File: config.mk
export PLATFORM = sky130hd
export DESIGN_NAME = byte_pattern_search_flat
export DESIGN_NICKNAME = d
export VERILOG_FILES = /design/src/hw/rtl/bps_pkg.sv /design/src/hw/rtl/bps_if.sv /design/src/hw/rtl/byte_pattern_search.sv /design/src/hw/rtl/bps_cell.sv /design/src/hw/rtl/bps_out_buf.sv /design/src/flat_wrapper.sv
export VERILOG_INCLUDE_DIRS = /design/src /design/src/hw/rtl
export SDC_FILE = /design/constraint.sdc
export NUM_CORES = 1
export LEC_CHECK = 0
export BUFFER_PORTS_ARGS = -buffer_cell sky130_fd_sc_hd__clkbuf_2
export CORE_MARGIN = 2
export CORE_UTILIZATION = 55
export CTS_CLUSTER_DIAMETER = 120
export DETAILED_ROUTE_END_ITERATION = 12
export PLACE_DENSITY = 0.73
export SLEW_MARGIN = 20
export SYNTH_ARGS = -nofsm -noshare
export SYNTH_HDL_FRONTEND = slang
export SYNTH_HIERARCHICAL = 1
export SYNTH_SLANG_ARGS = --single-unit
File: constraint.sdc
create_clock -name clock -period 9.7 [get_ports clock]
set_clock_uncertainty 0.2 [all_clocks]
set_input_delay 0.485 -clock clock [delete_from_list [all_inputs] [get_ports clock]]
set_output_delay 0.485 -clock clock [all_outputs]
set_load 0.01 [all_outputs]
File: src/hw/rtl/assert_macros.svh
// Assertion helpers shared by the RTL. Each use stands on a line of its own.
`ifndef ASSERT_MACROS_SVH
`define ASSERT_MACROS_SVH

// Antecedent implies consequent in the same cycle.
`define ASSERT_SAME(label, clk, rst, ante, cons, msg) \
   label: assert property (@(posedge clk) disable iff (rst) (ante) |-> (cons)) \
      else $error(msg);

// Antecedent implies consequent in the following cycle.
`define ASSERT_NEXT(label, clk, rst, ante, cons, msg) \
   label: assert property (@(posedge clk) disable iff (rst) (ante) |=> (cons)) \
      else $error(msg);

`endif

File: src/hw/rtl/bps_pkg.sv
package bps_pkg;

   // Widths fixed by the register map and the byte stream.
   localparam int BYTE_BITS     = 8;
   localparam int WORD_BITS     = 64;
   localparam int LEN_BITS      = 5;
   localparam int NEEDLE_BYTES  = 16;
   localparam int NEEDLE_IDX    = 4;
   localparam int CSR_IDX_BITS  = 2;

   // Register indexes of the configuration port.
   typedef enum logic [CSR_IDX_BITS-1:0] {
      CSR_NEEDLE_LOW    = 2'd0,
      CSR_NEEDLE_HIGH   = 2'd1,
      CSR_NEEDLE_LENGTH = 2'd2
   } csr_index_type;

endpackage

File: src/hw/rtl/bps_if.sv
// Haystack channel: one byte per beat, with a flag on the final byte.
interface bps_req_if;
   logic                          valid;
   logic                          ready;
   logic [bps_pkg::BYTE_BITS-1:0] hay_byte;
   logic                          last_byte;

   modport source (output valid, output hay_byte, output last_byte, input ready);
   modport sink (input valid, input hay_byte, input last_byte, output ready);
endinterface

// Result channel: one beat per finished search.
interface bps_rsp_if #(
   parameter int OFFSET_BITS = 32
);
   logic                   valid;
   logic                   ready;
   logic                   found;
   logic [OFFSET_BITS-1:0] match_offset;

   modport source (output valid, output found, output match_offset, input ready);
   modport sink (input valid, input found, input match_offset, output ready);
endinterface

File: src/hw/rtl/byte_pattern_search.sv
// Channel   Direction  Beat contents
// req       in         hay_byte, last_byte
// rsp       out        found, match_offset
// csr       in         csr_we, csr_index, csr_data (write only)
//
// One haystack byte is taken every cycle unless req stalls; the compare across the row of
// window cells and the count check finish in the cycle the byte is taken.
// A result reaches rsp from the output register, by way of the skid entry while that one is held.
// Synchronous reset clears the count, the done flag, the needle registers and
// the result buffer; there is no clearing pass. req stalls only when two
// results are held, the output register and its skid entry both full.
`include "assert_macros.svh"

module byte_pattern_search #(
   parameter int NEEDLE_MAX  = 16,
   parameter int OFFSET_BITS = 32
) (
   input  logic                             clock,
   input  logic                             reset,
   bps_req_if.sink                          req,
   bps_rsp_if.source                        rsp,
   input  logic                             csr_we,
   input  logic [bps_pkg::CSR_IDX_BITS-1:0] csr_index,
   input  logic [bps_pkg::WORD_BITS-1:0]    csr_data
);

   localparam logic [OFFSET_BITS-1:0] SEEN_MAX = '1;

   logic [bps_pkg::WORD_BITS-1:0]                         needle_low_ff;
   logic [bps_pkg::WORD_BITS-1:0]                         needle_high_ff;
   logic [bps_pkg::LEN_BITS-1:0]                          needle_len_ff;
   logic [bps_pkg::NEEDLE_BYTES-1:0][bps_pkg::BYTE_BITS-1:0] needle_bytes;
   logic [NEEDLE_MAX-1:0][bps_pkg::BYTE_BITS-1:0]         window;
   logic [NEEDLE_MAX-1:0]                                 hits;
   logic [OFFSET_BITS-1:0]                                seen_ff;
   logic [OFFSET_BITS-1:0]                                seen_in;
   logic [OFFSET_BITS-1:0]                                seen_next;
   logic [OFFSET_BITS-1:0]                                len_wide;
   logic                                                  done_ff;
   logic                                                  done_in;
   logic                                                  accept;
   logic                                                  active;
   logic                                                  len_ok;
   logic                                                  match;
   logic                                                  push;
   logic [OFFSET_BITS-1:0]                                push_offset;
   logic                                                  buf_full;

   // Configuration registers.
   always_ff @(posedge clock) begin
      if (reset) begin
         needle_low_ff  <= '0;
         needle_high_ff <= '0;
         needle_len_ff  <= '0;
      end else if (csr_we) begin
         unique case (bps_pkg::csr_index_type'(csr_index))
            bps_pkg::CSR_NEEDLE_LOW: begin
               needle_low_ff <= csr_data;
            end
            bps_pkg::CSR_NEEDLE_HIGH: begin
               needle_high_ff <= csr_data;
            end
            bps_pkg::CSR_NEEDLE_LENGTH: begin
               needle_len_ff <= csr_data[bps_pkg::LEN_BITS-1:0];
            end
            default: begin
            end
         endcase
      end
   end

   assign needle_bytes = {needle_high_ff, needle_low_ff};

   // Handshake: a byte is taken unless both result entries are occupied.
   assign req.ready = !buf_full;
   assign accept    = req.valid && req.ready;
   assign active    = accept && !done_ff;

   // Row of window cells. Cell i checks the byte i places back from the incoming
   // one against needle byte length-1-i and takes that byte into its place on a shift.
   for (genvar i = 0; i < NEEDLE_MAX; i++) begin : g_cell
      logic [bps_pkg::LEN_BITS-1:0]  sel;
      logic [bps_pkg::BYTE_BITS-1:0] link;

      assign sel = needle_len_ff - bps_pkg::LEN_BITS'(i) - bps_pkg::LEN_BITS'(1);

      if (i == 0) begin : g_head
         assign link = req.hay_byte;
      end else begin : g_body
         assign link = window[i-1];
      end

      bps_cell u_cell (
         .clock       (clock),
         .shift       (active),
         .byte_in     (link),
         .needle_byte (needle_bytes[sel[bps_pkg::NEEDLE_IDX-1:0]]),
         .in_use      (bps_pkg::LEN_BITS'(i) < needle_len_ff),
         .byte_out    (window[i]),
         .hit         (hits[i])
      );
   end

   // Count with saturation, and the full-match decision on the new window.
   assign seen_next = (seen_ff == SEEN_MAX) ? seen_ff : seen_ff + OFFSET_BITS'(1);
   assign len_wide  = OFFSET_BITS'(needle_len_ff);
   assign len_ok    = (needle_len_ff != '0) &&
                      (needle_len_ff <= bps_pkg::LEN_BITS'(NEEDLE_MAX));
   assign match     = len_ok && (seen_next >= len_wide) && (&hits);

   assign push        = active && (match || req.last_byte);
   assign push_offset = match ? (seen_next - len_wide) : '0;

   // Search state: the final byte always restarts; a match mid-stream parks.
   always_comb begin
      seen_in = seen_ff;
      done_in = done_ff;
      if (accept) begin
         if (req.last_byte) begin
            seen_in = '0;
            done_in = 1'b0;
         end else if (!done_ff) begin
            seen_in = seen_next;
            done_in = match;
         end
      end
   end

   always_ff @(posedge clock) begin
      if (reset) begin
         seen_ff <= '0;
         done_ff <= 1'b0;
      end else begin
         seen_ff <= seen_in;
         done_ff <= done_in;
      end
   end

   bps_out_buf #(
      .OFFSET_BITS (OFFSET_BITS)
   ) u_out_buf (
      .clock       (clock),
      .reset       (reset),
      .push        (push),
      .push_found  (match),
      .push_offset (push_offset),
      .full        (buf_full),
      .rsp         (rsp)
   );

   // A parked search gives no further result.
   `ASSERT_SAME(a_done_silent, clock, reset, done_ff, !push, "result after match")
   // A match before the final byte parks the search.
   `ASSERT_NEXT(a_match_parks, clock, reset, active && match && !req.last_byte, done_ff, "search not parked")
   // A not-found beat carries a zero offset.
   `ASSERT_SAME(a_miss_offset, clock, reset, rsp.valid && !rsp.found, rsp.match_offset == '0, "nonzero miss offset")

endmodule

File: src/hw/rtl/bps_cell.sv
// One window position: holds a byte, passes it on when the window shifts and
// compares the byte arriving from its neighbour against its needle byte.
module bps_cell (
   input  logic                          clock,
   input  logic                          shift,
   input  logic [bps_pkg::BYTE_BITS-1:0] byte_in,
   input  logic [bps_pkg::BYTE_BITS-1:0] needle_byte,
   input  logic                          in_use,
   output logic [bps_pkg::BYTE_BITS-1:0] byte_out,
   output logic                          hit
);

   logic [bps_pkg::BYTE_BITS-1:0] window_ff;
   logic [bps_pkg::BYTE_BITS-1:0] window_in;

   // The byte takes its place in the window on every shift.
   assign window_in = shift ? byte_in : window_ff;

   always_ff @(posedge clock) begin
      window_ff <= window_in;
   end

   // Positions beyond the needle length always agree.
   assign hit      = !in_use || (byte_in == needle_byte);
   assign byte_out = window_ff;

endmodule

File: src/hw/rtl/bps_out_buf.sv
`include "assert_macros.svh"

// Two-entry result buffer: an output register and a skid entry behind it, so
// that the search keeps taking bytes while one result waits downstream.
module bps_out_buf #(
   parameter int OFFSET_BITS = 32
) (
   input  logic                   clock,
   input  logic                   reset,
   input  logic                   push,
   input  logic                   push_found,
   input  logic [OFFSET_BITS-1:0] push_offset,
   output logic                   full,
   bps_rsp_if.source              rsp
);

   logic                   main_valid_ff;
   logic                   main_valid_in;
   logic                   main_found_ff;
   logic                   main_found_in;
   logic [OFFSET_BITS-1:0] main_offset_ff;
   logic [OFFSET_BITS-1:0] main_offset_in;
   logic                   skid_valid_ff;
   logic                   skid_valid_in;
   logic                   skid_found_ff;
   logic                   skid_found_in;
   logic [OFFSET_BITS-1:0] skid_offset_ff;
   logic [OFFSET_BITS-1:0] skid_offset_in;
   logic                   pop;

   assign pop = main_valid_ff && rsp.ready;

   // Next state of both entries. A push never arrives while the skid is full.
   always_comb begin
      main_valid_in  = main_valid_ff;
      main_found_in  = main_found_ff;
      main_offset_in = main_offset_ff;
      skid_valid_in  = skid_valid_ff;
      skid_found_in  = skid_found_ff;
      skid_offset_in = skid_offset_ff;
      if (skid_valid_ff) begin
         if (pop) begin
            main_found_in  = skid_found_ff;
            main_offset_in = skid_offset_ff;
            skid_valid_in  = 1'b0;
         end
      end else if (push) begin
         if (!main_valid_ff || pop) begin
            main_valid_in  = 1'b1;
            main_found_in  = push_found;
            main_offset_in = push_offset;
         end else begin
            skid_valid_in  = 1'b1;
            skid_found_in  = push_found;
            skid_offset_in = push_offset;
         end
      end else if (pop) begin
         main_valid_in = 1'b0;
      end
   end

   always_ff @(posedge clock) begin
      if (reset) begin
         main_valid_ff <= 1'b0;
         skid_valid_ff <= 1'b0;
      end else begin
         main_valid_ff <= main_valid_in;
         skid_valid_ff <= skid_valid_in;
      end
      main_found_ff  <= main_found_in;
      main_offset_ff <= main_offset_in;
      skid_found_ff  <= skid_found_in;
      skid_offset_ff <= skid_offset_in;
   end

   assign full             = skid_valid_ff;
   assign rsp.valid        = main_valid_ff;
   assign rsp.found        = main_found_ff;
   assign rsp.match_offset = main_offset_ff;

   // The skid entry is only ever filled behind a waiting output beat.
   `ASSERT_SAME(a_skid_behind_main, clock, reset, skid_valid_ff, main_valid_ff, "skid without output")
   // A held skid entry moves to the output register when the output beat is taken.
   `ASSERT_NEXT(a_skid_drains, clock, reset, skid_valid_ff && rsp.ready, !skid_valid_ff, "skid not drained")
   // An output beat that is not taken stays offered.
   `ASSERT_NEXT(a_out_held, clock, reset, rsp.valid && !rsp.ready, rsp.valid, "output beat dropped")

endmodule

File: src/flat_wrapper.sv
// flat-port wrapper written by rule: the top's interface ports become plain ports
module byte_pattern_search_flat 
#(
   parameter int NEEDLE_MAX  = 16,
   parameter int OFFSET_BITS = 32
)
  (clock, reset, csr_we, csr_index, csr_data, req_valid, req_hay_byte, req_last_byte, req_ready, rsp_valid, rsp_found, rsp_match_offset, rsp_ready);
  bps_req_if req_i ();
  bps_rsp_if #(.OFFSET_BITS(OFFSET_BITS)) rsp_i ();
  input  logic clock;
  input  logic reset;
  input  logic csr_we;
  input  logic [bps_pkg::CSR_IDX_BITS-1:0] csr_index;
  input  logic [bps_pkg::WORD_BITS-1:0] csr_data;
  input wire logic [$bits(req_i.valid)-1:0] req_valid;
  input wire logic [$bits(req_i.hay_byte)-1:0] req_hay_byte;
  input wire logic [$bits(req_i.last_byte)-1:0] req_last_byte;
  output wire logic [$bits(req_i.ready)-1:0] req_ready;
  output wire logic [$bits(rsp_i.valid)-1:0] rsp_valid;
  output wire logic [$bits(rsp_i.found)-1:0] rsp_found;
  output wire logic [$bits(rsp_i.match_offset)-1:0] rsp_match_offset;
  input wire logic [$bits(rsp_i.ready)-1:0] rsp_ready;
  assign req_i.valid = req_valid;
  assign req_i.hay_byte = req_hay_byte;
  assign req_i.last_byte = req_last_byte;
  assign req_ready = req_i.ready;
  assign rsp_valid = rsp_i.valid;
  assign rsp_found = rsp_i.found;
  assign rsp_match_offset = rsp_i.match_offset;
  assign rsp_i.ready = rsp_ready;
  byte_pattern_search #(.NEEDLE_MAX(NEEDLE_MAX), .OFFSET_BITS(OFFSET_BITS)) u_core (.clock(clock), .reset(reset), .req(req_i), .rsp(rsp_i), .csr_we(csr_we), .csr_index(csr_index), .csr_data(csr_data));
endmodule
==> run_results.csv <==
group,metric,value,unit
die,chipHeight,205,um
drt,routedWlPerCell,24.9,um
sta,setup_viol,0,
worst_setup_path,crit_path_end_kind,"register",
drt,drtIter0Drc,2302,
global_route,antenna_found_initial,0,
die,fp.dieW,205,um
worst_setup_path,path_max_fanout,49,
sta,tightest_slew,1.06,ns
final_layout,area_growth,13.2,%
clock_tree,cts-resized-gates,0,
sta,finalSetupTns,0,ns
drt,vias,16900,
drt,drt_first_pass_iters,5,
power_and_ir_drop,swShare,25.7,%
worst_setup_path,r2r_slack,1.92,ns
flow_run,drv_cap,0,
sta,slew_headroom,29.3,%
clock_tree,cts_tree,"yes",
clock_tree,insertion_delay,0.57,ns
die,io_pins,115,
power_and_ir_drop,p_per_area,151,nW/um^2
synthesis,postSynthNetCount,1995,
synthesis,netlist_instances,1899,
drt,wl,63.7,mm
worst_setup_path,cp-start-kind,"register",
clock_tree,clk_pin_slew,0.06,ns
die,dieArea,42100,sq um
placement,place_inst,2425,
status,status,"finished, final reports clean",
power_and_ir_drop,p_leak,8.58,nW
global_route,grt_overflow,0,
power_and_ir_drop,power_frac_comb,14.0,%
sta,slew_viol_final,0,
die,initial_utilization,56.0,%
worst_setup_path,worstSetupPathType,"reg2reg",
worst_setup_path,worstPathArrival,7.74,ns
final_layout,fin_nets,2101,
final_layout,fin_cells,2559,
clock_tree,htreeDepth,2,
clock_tree,cts_sinks,354,
sta,grt_setup_unrepaired,"no",
clock_tree,post_cts_buffers,0,
global_route,grt_max_degree,97,
die,coreArea,39800,sq um
synthesis,synth_area,22300,sq um
power_and_ir_drop,intPower,2.82,mW
global_route,grt_pass1_wl,97.6,mm
sta,fmax,129,MHz
global_route,grt_usage,30.9,%
synthesis,syn_area_per_cell,11.7,sq um
sta,period_needed,7.78,ns
drt,vias_per_cell,6.60,
power_and_ir_drop,clockPowerShare,40.3,%
clock_tree,root_buffer,"clkbuf_16",
synthesis,ys_warn_count,6,
sta,finalHoldViolations,0,
placement,gp_congestion,0.989,
final_layout,antenna_cells,0,
power_and_ir_drop,p_sw,0.975,mW
die,rows,73,
clock_tree,clk_path_buf_depth,3,
placement,io_buffer_count,114,
drt,drc_errors,0,
power_and_ir_drop,sequentialPowerShare,45.8,%
final_layout,layout-drive-gt1-share,24.7,%
sta,fin_crit_sh,80.2,%
global_route,first_global_vias,16200,
placement,dp_hpwl,46.1,mm
power_and_ir_drop,irDropWorstVdd,0.130,mV
clock_tree,cts_made_buffers,38,
drt,ant_nets,0,
min_path,hold_path_class,"in2reg",
worst_setup_path,required,9.66,ns
-- registers in the layout, summed over array words and instances, names as in the netlist --
register and count:
u_core/u_out_buf/skid_found_ff 1, u_core/u_out_buf/rsp.match_offset 32, u_core/u_out_buf/rsp.valid 1, u_core/needle_high_ff 64, u_core/g_cell.u_cell/byte_out 120, u_core/done_ff 1
u_core/u_out_buf/skid_offset_ff 32, u_core/u_out_buf/full 1, u_core/needle_low_ff 64, u_core/u_out_buf/rsp.found 1, u_core/needle_len_ff 5, u_core/seen_ff 32
-- power groups by stage --
stage	clock (mW)	sequential, mW	combinational [mW]
floorplan	0	1.74	0.366
global placement	0	1.76	0.490
detailed placement	0	1.77	0.499
CTS	1.55	1.73	0.522
global route	1.60	1.74	0.564
finish	1.53	1.74	0.530
-- layout make-up --
type | instances | area, sq um
Fill cell | 3093 | 14600
Multi-Input combinational cell | 1390 | 12800
Sequential cell | 354 | 8960
Timing Repair Buffer | 201 | 1390
Clock buffer | 50 | 1080
Tap cell | 525 | 657
Clock inverter | 19 | 231
Inverter | 20 | 75.1
-- layer usage --
| metal | wire (um) | track usage [%] | vias up | part of all wire, % |
|---|---|---|---|---|
| li1 | - | - | 7384 | - |
| met1 | 26400 | 46.4 | 8349 | 42 |
| met2 | 26700 | 41.8 | 1069 | 42 |
| met3 | 8840 | 11.2 | 100 | 14 |
| met4 | 1660 | 9.02 | 0 | 2.6 |
| met5 | 0 | 0 | - | 0 |
-- per-stage QoR --
stage	util (%)	setup slack [ns]	total power, mW	hold slack, ns	instance area (sq um)
after global routing	63.3	1.20	3.91	0.0366	25200
after global placement	58.3	2.30	2.25	0.252	23200
after floorplan	-	1.15	2.10	0.249	22300
after CTS	63.3	1.93	3.80	0.00177	25200
final	63.3	1.92	3.80	0.0266	25200
after detailed placement	58.4	1.95	2.26	0.258	23200
-- cells in the final DEF (no fill, tap or decap), types with 4 or more instances in the layout --
cell type,n
nand3_1,25
and4_1,7
a22oi_1,16
nor3_1,17
nand3b_1,8
o21ai_0,22
nand4_1,47
clkbuf_8,6
xnor2_1,159
nor2b_1,8
a31oi_1,6
a21o_1,6
nand2_1,290
mux4_2,224
clkbuf_1,5
o21ai_1,16
ha_1,14
mux2i_1,137
mux2_4,16
mux2_2,17
bufinv_16,5
clkbuf_16,39
nand2b_1,5
inv_1,16
or2_2,4
a21oi_1,163
a211oi_1,7
clkinv_2,8
xnor2_2,6
or3_1,4
dfxtp_1,164
buf_4,23
edfxtp_1,186
xor2_1,22
nor2_1,79
and3_1,7
dlygate4sd3_1,65
clkbuf_2,113
nor4_1,4
-- critical path: stages, from the launching register on --
cell and delay [ns]:
dfxtp_4 0.83, inv_2 0.47, ha_1 0.40, xor2_2 0.15, buf_4 0.35, xnor2_2 0.15, buf_4 0.43, mux4_2 0.57
mux4_2 0.49, xnor2_1 0.18, nand4_1 0.15, o21ai_1 0.28, nand4_1 0.11, nor4_1 0.28, o21ai_0 0.30, or2_1 0.30
buf_4 0.24, a21boi_0 0.39, mux2i_1 0.19, a21oi_4 0.86
-- final timing paths --
check,start,to,cells past startpoint
hold / removal,csr_data[42],u_core/needle_high_ff[42],3
setup / recovery,u_core/needle_len_ff[0],u_core/u_out_buf/rsp.match_offset[1],19
hold reg to reg,u_core/g_cell[3].u_cell/byte_out[2],u_core/g_cell[4].u_cell/byte_out[2],0
setup reg to reg,u_core/needle_len_ff[0],u_core/u_out_buf/rsp.match_offset[1],19
-- what timing repair did --
| item | in CTS | in global routing |
|---|---|---|
| hold endpoints to repair | 121 | 0 |
| setup endpoints to repair | 0 | 0 |
| hold buffers | 65 | 0 |
Power figures use the tool's default switching activity.
